File: src/hw/rtl/square_occupancy_placement_map_assert.svh
// Assertion macros used by the map's datapath.
// Every macro samples on aclk and is switched off while aresetn is low.
`ifndef SQUARE_OCCUPANCY_PLACEMENT_MAP_ASSERT_SVH
`define SQUARE_OCCUPANCY_PLACEMENT_MAP_ASSERT_SVH

// The consequent must hold in the same cycle as the antecedent.
`define SOPM_ASSERT_NOW(label, ante, cons) \
    label: assert property (@(posedge aclk) disable iff (!aresetn) (ante) |-> (cons)) \
        else $error("square occupancy map: same-cycle check failed");

// The consequent must hold in the cycle after the antecedent.
`define SOPM_ASSERT_NEXT(label, ante, cons) \
    label: assert property (@(posedge aclk) disable iff (!aresetn) (ante) |=> (cons)) \
        else $error("square occupancy map: next-cycle check failed");

`endif

File: src/hw/rtl/sopm_pkg.sv
package sopm_pkg;

    localparam int GRID_SIDE = 32;
    localparam int COORD_W   = $clog2(GRID_SIDE);
    localparam int LEN_W     = COORD_W + 1;
    localparam int ROW_W     = GRID_SIDE;

    localparam int IN_DATA_W  = 32;
    localparam int IN_USER_W  = 2;
    localparam int OUT_DATA_W = 40;

    localparam logic [1:0] REQ_MARK   = 2'd0;
    localparam logic [1:0] REQ_TEST   = 2'd1;
    localparam logic [1:0] REQ_SEARCH = 2'd2;

    // Commands from the controller to the datapath.
    typedef struct packed {
        logic load;
        logic mark_row;
        logic scan_row;
        logic finish;
        logic emit_nofit;
        logic next_cand;
    } cmd_t;

    // Status from the datapath back to the controller.
    typedef struct packed {
        logic [1:0] req_type;
        logic       no_fit;
        logic       cnt_zero;
        logic       cnt_one;
        logic       out_last;
    } status_t;

endpackage

File: src/hw/rtl/sopm_datapath.sv
`include "square_occupancy_placement_map_assert.svh"

module sopm_datapath
    import sopm_pkg::*;
(
    input  logic                   aclk,
    input  logic                   aresetn,
    input  cmd_t                   cmd,
    output status_t                status,
    input  logic [IN_USER_W-1:0]   s_tuser,
    input  logic [IN_DATA_W-1:0]   s_tdata,
    output logic [OUT_DATA_W-1:0]  m_tdata,
    output logic                   m_tlast
);

    // Ones in bits 0 .. n-1; n of GRID_SIDE or more gives a full row.
    function automatic logic [ROW_W-1:0] low_ones(input logic [LEN_W-1:0] n);
        logic [ROW_W:0] t;
        t = ({{ROW_W{1'b0}}, 1'b1} << n) - {{ROW_W{1'b0}}, 1'b1};
        return (n >= LEN_W'(GRID_SIDE)) ? {ROW_W{1'b1}} : t[ROW_W-1:0];
    endfunction

    localparam logic [LEN_W:0]   GRID_W1 = (LEN_W + 1)'(GRID_SIDE);
    localparam logic [LEN_W-1:0] ONE_L   = LEN_W'(1);

    logic [ROW_W-1:0] occ_reg [GRID_SIDE];

    logic [1:0]         req_reg,    req_next;
    logic [LEN_W-1:0]   s_reg,      s_next;
    logic [ROW_W-1:0]   span_reg,   span_next;
    logic [ROW_W-1:0]   win_reg,    win_next;
    logic [COORD_W-1:0] top_i_reg,  top_i_next;
    logic               no_fit_reg, no_fit_next;
    logic [COORD_W-1:0] cand_reg,   cand_next;
    logic [COORD_W-1:0] rd_reg,     rd_next;
    logic [LEN_W-1:0]   cnt_reg,    cnt_next;
    logic [ROW_W-1:0]   acc_reg,    acc_next;
    logic               free_reg,   free_next;
    logic [COORD_W-1:0] rs_reg,     rs_next;
    logic [ROW_W-1:0]   cm_reg,     cm_next;
    logic               last_reg,   last_next;

    logic [COORD_W-1:0] in_x, in_y;
    logic [LEN_W-1:0]   in_side, in_w, in_h, in_se;
    logic [LEN_W:0]     xs7, ys7, xw7, yh7, xse7, yse7;
    logic [LEN_W-1:0]   hi_x, hi_y, lim_i, lim_j, cnt_mt, top_j, top_i6;
    logic               colok;
    logic [ROW_W-1:0]   span_in, win_in, row_rd, erode;

    assign in_x    = s_tdata[4:0];
    assign in_y    = s_tdata[9:5];
    assign in_side = s_tdata[15:10];
    assign in_w    = s_tdata[21:16];
    assign in_h    = s_tdata[27:22];
    assign in_se   = (in_side == '0) ? ONE_L : in_side;

    // Request decode, settled while the beat is taken.
    always_comb begin
        xs7    = {2'b00, in_x} + {1'b0, in_side};
        ys7    = {2'b00, in_y} + {1'b0, in_side};
        xw7    = {2'b00, in_x} + {1'b0, in_w};
        yh7    = {2'b00, in_y} + {1'b0, in_h};
        xse7   = {2'b00, in_x} + {1'b0, in_se};
        yse7   = {2'b00, in_y} + {1'b0, in_se};
        hi_x   = (xs7 > GRID_W1) ? LEN_W'(GRID_SIDE) : xs7[LEN_W-1:0];
        hi_y   = (ys7 > GRID_W1) ? LEN_W'(GRID_SIDE) : ys7[LEN_W-1:0];
        lim_i  = (xw7 > GRID_W1) ? LEN_W'(GRID_SIDE) : xw7[LEN_W-1:0];
        lim_j  = (yh7 > GRID_W1) ? LEN_W'(GRID_SIDE) : yh7[LEN_W-1:0];
        cnt_mt = hi_x - {1'b0, in_x};
        span_in = low_ones(hi_y) & ~low_ones({1'b0, in_y});
        top_i6 = lim_i - in_se;
        top_j  = lim_j - in_se;
        colok  = yse7 <= {1'b0, lim_j};
        win_in = colok ? (low_ones(top_j + ONE_L) & ~low_ones({1'b0, in_y})) : '0;
    end

    assign row_rd = occ_reg[rd_reg];

    // Columns whose run of s_reg cells is free in the accumulated union,
    // built from power-of-two runs picked by the bits of the side length.
    always_comb begin
        logic [ROW_W-1:0] pw;
        logic [LEN_W-1:0] off;
        pw    = ~acc_reg;
        erode = {ROW_W{1'b1}};
        off   = '0;
        for (int b = 0; b < LEN_W; b++) begin
            if (s_reg[b]) begin
                erode = erode & (pw >> off);
                off   = off + LEN_W'(1 << b);
            end
            pw = pw & (pw >> (1 << b));
        end
    end

    always_comb begin
        req_next    = req_reg;
        s_next      = s_reg;
        span_next   = span_reg;
        win_next    = win_reg;
        top_i_next  = top_i_reg;
        no_fit_next = no_fit_reg;
        cand_next   = cand_reg;
        rd_next     = rd_reg;
        cnt_next    = cnt_reg;
        acc_next    = acc_reg;
        free_next   = free_reg;
        rs_next     = rs_reg;
        cm_next     = cm_reg;
        last_next   = last_reg;
        if (cmd.load) begin
            req_next    = s_tuser;
            s_next      = in_side;
            span_next   = span_in;
            win_next    = win_in;
            top_i_next  = top_i6[COORD_W-1:0];
            no_fit_next = xse7 > {1'b0, lim_i};
            cand_next   = in_x;
            rd_next     = in_x;
            cnt_next    = (s_tuser == REQ_SEARCH) ? in_side : cnt_mt;
            acc_next    = '0;
        end
        if (cmd.mark_row || cmd.scan_row) begin
            rd_next  = rd_reg + COORD_W'(1);
            cnt_next = cnt_reg - ONE_L;
        end
        if (cmd.scan_row) begin
            acc_next = acc_reg | row_rd;
        end
        if (cmd.finish) begin
            if (req_reg == REQ_TEST) begin
                free_next = (acc_reg & span_reg) == '0;
                rs_next   = '0;
                cm_next   = '0;
                last_next = 1'b1;
            end else begin
                free_next = 1'b0;
                rs_next   = cand_reg;
                cm_next   = erode & win_reg;
                last_next = cand_reg == top_i_reg;
            end
        end
        if (cmd.emit_nofit) begin
            free_next = 1'b0;
            rs_next   = cand_reg;
            cm_next   = '0;
            last_next = 1'b1;
        end
        if (cmd.next_cand) begin
            cand_next = cand_reg + COORD_W'(1);
            rd_next   = cand_reg + COORD_W'(1);
            cnt_next  = s_reg;
            acc_next  = '0;
        end
    end

    always_ff @(posedge aclk) begin
        if (!aresetn) begin
            for (int i = 0; i < GRID_SIDE; i++) begin
                occ_reg[i] <= '0;
            end
        end else if (cmd.mark_row) begin
            occ_reg[rd_reg] <= row_rd | span_reg;
        end
    end

    always_ff @(posedge aclk) begin
        req_reg    <= req_next;
        s_reg      <= s_next;
        span_reg   <= span_next;
        win_reg    <= win_next;
        top_i_reg  <= top_i_next;
        no_fit_reg <= no_fit_next;
        cand_reg   <= cand_next;
        rd_reg     <= rd_next;
        cnt_reg    <= cnt_next;
        acc_reg    <= acc_next;
        free_reg   <= free_next;
        rs_reg     <= rs_next;
        cm_reg     <= cm_next;
        last_reg   <= last_next;
    end

    assign status.req_type = req_reg;
    assign status.no_fit   = no_fit_reg;
    assign status.cnt_zero = cnt_reg == '0;
    assign status.cnt_one  = cnt_reg == ONE_L;
    assign status.out_last = last_reg;

    assign m_tdata = {2'b00, cm_reg, rs_reg, free_reg};
    assign m_tlast = last_reg;

    `SOPM_ASSERT_NOW(a_mark_rows_left, cmd.mark_row, cnt_reg != '0)
    `SOPM_ASSERT_NOW(a_finish_after_rows, cmd.finish, cnt_reg == '0)
    `SOPM_ASSERT_NOW(a_next_cand_in_window, cmd.next_cand, cand_reg != top_i_reg)
    `SOPM_ASSERT_NEXT(a_load_sets_row, cmd.load, rd_reg == $past(s_tdata[4:0]))

endmodule

File: src/hw/rtl/sopm_ctrl.sv
module sopm_ctrl
    import sopm_pkg::*;
(
    input  logic    aclk,
    input  logic    aresetn,
    input  logic    s_tvalid,
    output logic    s_tready,
    output logic    m_tvalid,
    input  logic    m_tready,
    input  status_t status,
    output cmd_t    cmd
);

    localparam logic [2:0] S_IDLE   = 3'd0;
    localparam logic [2:0] S_DECODE = 3'd1;
    localparam logic [2:0] S_MARK   = 3'd2;
    localparam logic [2:0] S_SCAN   = 3'd3;
    localparam logic [2:0] S_OUT    = 3'd4;

    logic [2:0] state_reg, state_next;

    assign s_tready = state_reg == S_IDLE;
    assign m_tvalid = state_reg == S_OUT;

    always_comb begin
        state_next = state_reg;
        cmd        = '0;
        unique case (state_reg)
            S_IDLE: begin
                if (s_tvalid) begin
                    cmd.load   = 1'b1;
                    state_next = S_DECODE;
                end
            end
            S_DECODE: begin
                unique case (status.req_type)
                    REQ_MARK: begin
                        state_next = status.cnt_zero ? S_IDLE : S_MARK;
                    end
                    REQ_TEST: begin
                        state_next = S_SCAN;
                    end
                    REQ_SEARCH: begin
                        if (status.no_fit) begin
                            cmd.emit_nofit = 1'b1;
                            state_next     = S_OUT;
                        end else begin
                            state_next = S_SCAN;
                        end
                    end
                    default: begin
                        state_next = S_IDLE;
                    end
                endcase
            end
            S_MARK: begin
                cmd.mark_row = 1'b1;
                if (status.cnt_one) begin
                    state_next = S_IDLE;
                end
            end
            S_SCAN: begin
                if (status.cnt_zero) begin
                    cmd.finish = 1'b1;
                    state_next = S_OUT;
                end else begin
                    cmd.scan_row = 1'b1;
                end
            end
            S_OUT: begin
                if (m_tready) begin
                    if (status.out_last) begin
                        state_next = S_IDLE;
                    end else begin
                        cmd.next_cand = 1'b1;
                        state_next    = S_SCAN;
                    end
                end
            end
            default: begin
                state_next = S_IDLE;
            end
        endcase
    end

    always_ff @(posedge aclk) begin
        if (!aresetn) begin
            state_reg <= S_IDLE;
        end else begin
            state_reg <= state_next;
        end
    end

endmodule

File: src/hw/rtl/square_occupancy_placement_map.sv
// Square occupancy map over a 32 by 32 grid of cells, all free after reset.
// Each input beat carries one request, selected by s_tuser: mark sets every
// cell of a square (clipped to the grid) and returns nothing; test returns one
// beat whose is_free bit says whether that clipped square holds no set cell;
// search returns one beat per candidate first coordinate of the window, in
// increasing order, each with a mask of second coordinates where a square of
// the given side lies wholly inside window and grid and covers no set cell,
// and m_tlast on the final beat. A search whose window, clipped to the grid,
// is shorter than the side in the first coordinate returns a single beat
// with row_start equal to x_pos, an empty mask and m_tlast set. Request
// codes 3 are dropped without a result. The block works on one request at a
// time: s_tready is high only while nothing is in progress and every result
// of the previous request has been taken. Timing is set by the single bitmap
// read port, which delivers one row per cycle. A mark decodes and then writes
// its rows. A test decodes, scans its rows and then registers its result
// beat. A search decodes and then, for each candidate row, scans side rows
// and registers a result beat, which may wait on m_tready.
module square_occupancy_placement_map
    import sopm_pkg::*;
(
    input  logic                  aclk,
    input  logic                  aresetn,
    // Request channel.
    input  logic                  s_tvalid,
    output logic                  s_tready,
    // [4:0] x_pos, [9:5] y_pos, [15:10] side, [21:16] win_width,
    // [27:22] win_height, [31:28] zero.
    input  logic [IN_DATA_W-1:0]  s_tdata,
    // [1:0] req_type.
    input  logic [IN_USER_W-1:0]  s_tuser,
    // Result channel.
    output logic                  m_tvalid,
    input  logic                  m_tready,
    // [0] is_free, [5:1] row_start, [37:6] col_mask, [39:38] zero.
    output logic [OUT_DATA_W-1:0] m_tdata,
    // last: final result beat of the request.
    output logic                  m_tlast
);

    cmd_t    cmd;
    status_t status;

    // Sequencer: walks the rows of each request and paces the result beats.
    sopm_ctrl u_ctrl (
        .aclk     (aclk),
        .aresetn  (aresetn),
        .s_tvalid (s_tvalid),
        .s_tready (s_tready),
        .m_tvalid (m_tvalid),
        .m_tready (m_tready),
        .status   (status),
        .cmd      (cmd)
    );

    // Bitmap, row union accumulator, column fit logic and result register.
    sopm_datapath u_datapath (
        .aclk    (aclk),
        .aresetn (aresetn),
        .cmd     (cmd),
        .status  (status),
        .s_tuser (s_tuser),
        .s_tdata (s_tdata),
        .m_tdata (m_tdata),
        .m_tlast (m_tlast)
    );

endmodule
File: config.mk
export PLATFORM = sky130hd
export DESIGN_NAME = square_occupancy_placement_map
export DESIGN_NICKNAME = d
export VERILOG_FILES = /design/src/hw/rtl/sopm_pkg.sv /design/src/hw/rtl/sopm_datapath.sv /design/src/hw/rtl/sopm_ctrl.sv /design/src/hw/rtl/square_occupancy_placement_map.sv
export VERILOG_INCLUDE_DIRS = /design/src /design/src/hw/rtl
export SDC_FILE = /design/constraint.sdc
export NUM_CORES = 2
export LEC_CHECK = 0
export BUFFER_PORTS_ARGS = -buffer_cell sky130_fd_sc_hd__buf_4
export CAP_MARGIN = 10
export CORE_UTILIZATION = 60
export DETAILED_ROUTE_END_ITERATION = 10
export GPL_TIMING_DRIVEN = 0
export PLACE_DENSITY = 0.76
export SLEW_MARGIN = 10
export SYNTH_ARGS = -nofsm -noshare
export SYNTH_HDL_FRONTEND = slang
export SYNTH_SLANG_ARGS = --single-unit
File: constraint.sdc
create_clock -name aclk -period 14.55 [get_ports aclk]
set_input_delay 0.7275 -clock aclk [delete_from_list [all_inputs] [get_ports aclk]]
set_output_delay 0.7275 -clock aclk [all_outputs]
set_load 0.01 [all_outputs]
==> impl_metrics.tcl <==
set metrics [dict create \
    synth.ff_latch_count 1197 \
    synth_area_um2 57800 \
    drt.antenna.violating_nets 0 \
    seq_area_frac_synth_pct 60.9 \
    report.final.hold_viol_count 0 \
    status "finished, final reports clean" \
    critical_path_fanouts_max 10 \
    syn-instance-count 4466 \
    ir_drop_uv 118 \
    data_required_critical_path_ps 14910 \
    dieArea_um2 97600 \
    clockBufferDepth 3 \
    top_cells_by_area_synth "sky130_fd_sc_hd__edfxtp_1 58%, sky130_fd_sc_hd__mux4_2 13%, sky130_fd_sc_hd__nor2_1 7.7%" \
    post_route_drc 0 \
    ctsHoldBuffers 0 \
    post-layout-total-power_mw 9.85 \
    grt_pass1_wl_um 248000 \
    insertedDiodeCount 0 \
    cts_inserted_buffers 117 \
    timing.critical_path.to_type "register" \
    cts.repair.resized 0 \
    largest_register_ffs 1024 \
    clock_tree_root_driver_cell "sky130_fd_sc_hd__clkbuf_16" \
    crit_buf_inv 5 \
    number_of_flops_mapped_to_enable_cells_by_yosys 1123 \
    sequentialPowerShare_pct 40.7 \
    areaGrowthSynthToFinish_pct 11.7 \
    power.density_cell_area_nw_per_um2 152 \
    routed_wire_per_std_cell_um 28.0 \
    track_usage_pct 34.9 \
    cell_chain_of_the_critical_path "buf_4 > ha_1 > fa_1 > a21oi_1 > nand4b_1 > nand3_1 > nand2_1 > ha_1 > inv_1 > ha_1 > inv_1 > fa_1 > inv_1 > a21o_1 > a21oi_1 > xnor2_1 > xnor2_1 > nand2_1 > or3_1 > ha_1 > clkbuf_1 > a21o_1 > a2111oi_1" \
    design.final.nets 4803 \
    tritoncts "built" \
    yosys.area.top_type_share_pct 58.3 \
    placeableCoreArea_um2 95300 \
    cts_max_level 3 \
    synth.yosys.warnings 0 \
    critical_path.max_stage_delay_ps 830 \
    via_count_of_the_first_global_routing_pass 38978 \
    p_sw_mw 3.19 \
    register_area_um2 35200 \
    crit_family "adder cells" \
    hold-worst-slack_ps 226 \
    finalWirelength_um 170000 \
    globalplace.congestion 1.02 \
    number_of_antenna_violations_at_the_first_check_in_global_routing 5 \
    clock_sinks 1197 \
    detailedRoute.firstPassIterationCount 9 \
    grt_max_degree 66 \
    worst_hold_path_type "input pin to register" \
    critPathLaunchType "input pin" \
    async_reset_ff_share_pct 0 \
    tightestPinTransition_ps 1310 \
    worst_path_max_delay_cell "sky130_fd_sc_hd__a2111oi_1" \
    timing.final.crit_share_pct 43.2 \
    arrival_ps 6650 \
    synth_common_cells "1181 x sky130_fd_sc_hd__nor2_1, 1123 x sky130_fd_sc_hd__edfxtp_1, 327 x sky130_fd_sc_hd__mux4_2, 272 x sky130_fd_sc_hd__nand2_1, 244 x sky130_fd_sc_hd__clkbuf_1" \
    final_max_slew_viol_count 0 \
    setup_repair_after_global_routing_missed_its_margin "no" \
    synthFlopType "sky130_fd_sc_hd__edfxtp_1" \
    netlist.top_cell.by_area "sky130_fd_sc_hd__edfxtp_1" \
    unique_cell_type_count_in_the_yosys_netlist 77 \
    leakage_nw 24.0 \
    timing.final.setup_violations 0 \
    cts_setup_buffers 0 \
    timing.fmax_ghz 0.159 \
    drt_first_iter_violations 6913 \
    final_period_minus_worst_setup_slack_ps 6280 \
    vias_cell 6.67 \
    final.fill_count 6628 \
    power.share.clock_pct 31.2 \
    power.share.combinational_pct 28.1 \
    intPower_mw 6.67 \
    worst_skew_pair.late_latency_ps 750 \
    synth_area_per_cell_um2 12.9 \
    yosys.cell_count.top_type "sky130_fd_sc_hd__nor2_1" \
    initial_utilization_pct 60.7 \
    port_buffers 73 \
    timing.max_slew.rel_slack_pct 12.9 \
    timing.setup.tns_ps 0 \
    grt.overflow.total 0 \
    power.switching_fraction_pct 32.3 \
    worst-setup-path-type "input pin to register" \
    rows 113 \
    drv.max_cap_violation_count 0 \
    die_width_um 312 \
    post_route_cells_drive_above_1_share_pct 18.4 \
    via_count 40411 \
    die_h_um 312 \
    area_taken_by_multi_input_logic_gates_um2 20400 \
    boundaryPins 81 \
    critical-path-top-cell-by-count "sky130_fd_sc_hd__ha_1" \
    detailed_place_hpwl_um 122000 \
    clk_pin_slew_ps 60 \
    timing.clock.skew_ps 59.2 \
]
## worst paths after layout
check	from	cells after the start	slack, ps	to
max	s_tdata[5]	23	8270	u_datapath.win_reg[20]$_SDFFCE_PN0P_
min	s_tdata[15]	1	230	u_datapath.s_reg[5]$_DFFE_PP_
max reg2reg	register	8	9810	u_datapath.occ_reg[7][27]$_SDFFCE_PN0P_
min reg2reg	u_datapath.cm_reg[24]$_SDFFE_PP0P_	2	450	u_datapath.cm_reg[24]$_SDFFE_PP0P_
## cells by family after synthesis
family / share of synthesized area [%]
AO/OA/AOI/OAI: 5.66
AND/OR/NAND/NOR: 12.9
XOR/XNOR: 0.772
buffers and inverters: 3.93
flip-flops: 60.9
multiplexers: 14.2
adder cells (fa/ha/maj): 1.67
other: 0.00648
## power groups by stage
stage          combinational [mW]  sequential [mW]  clock [mW]
2_1_floorplan                1.81             4.04           0
6_report                     2.77             4.01        3.08
5_1_grt                      2.89             4.02        3.19
4_1_cts                      2.71             4.01        3.07
3_3_place_gp                 2.64             4.08           0
3_5_place_dp                 2.69             4.08           0
## cell type report
cell class	instances	area share [%]
buffer	414	3.15
inverter	62	0.360
clock inverter	70	1.06
timing repair buffer	108	1.93
multi-input combinational	2794	31.6
sequential	1197	54.5
tap	1265	2.45
clock buffer	152	4.93
## placed cells by master (no fill, tap or decap), drive strengths merged, types with 33 or more instances in the layout
master	n
mux4	327
xnor2	33
nand3	65
clkinv	50
nor2	1213
ha	62
inv	66
clkbuf	396
nand2	272
nor3	43
buf	278
dfxtp	74
mux2	46
o22ai	42
o21ai	124
mux2i	34
nor4	35
a21oi	145
edfxtp	1123
## layer usage
layer,share of wire [%],up-vias,track usage [%],routed length (um)
met5,0.020,-,0,34
met4,4.6,6,14.2,7740
met3,13,446,8.83,22500
met2,46,3099,52.8,77700
met1,36,19951,48.7,61800
li1,-,16909,-,-
## through the flow
step	util, %	setup slack [ps]	instance area, um^2	instances
after floorplan	-	9250	57800	4467
after global placement	62.9	7490	60000	5805
after detailed placement	63.7	7460	60700	5838
after CTS	67.8	8170	64600	6060
after global routing	67.8	7830	64600	6062
final	67.8	8270	64600	6062
Power figures use the tool's default switching activity.
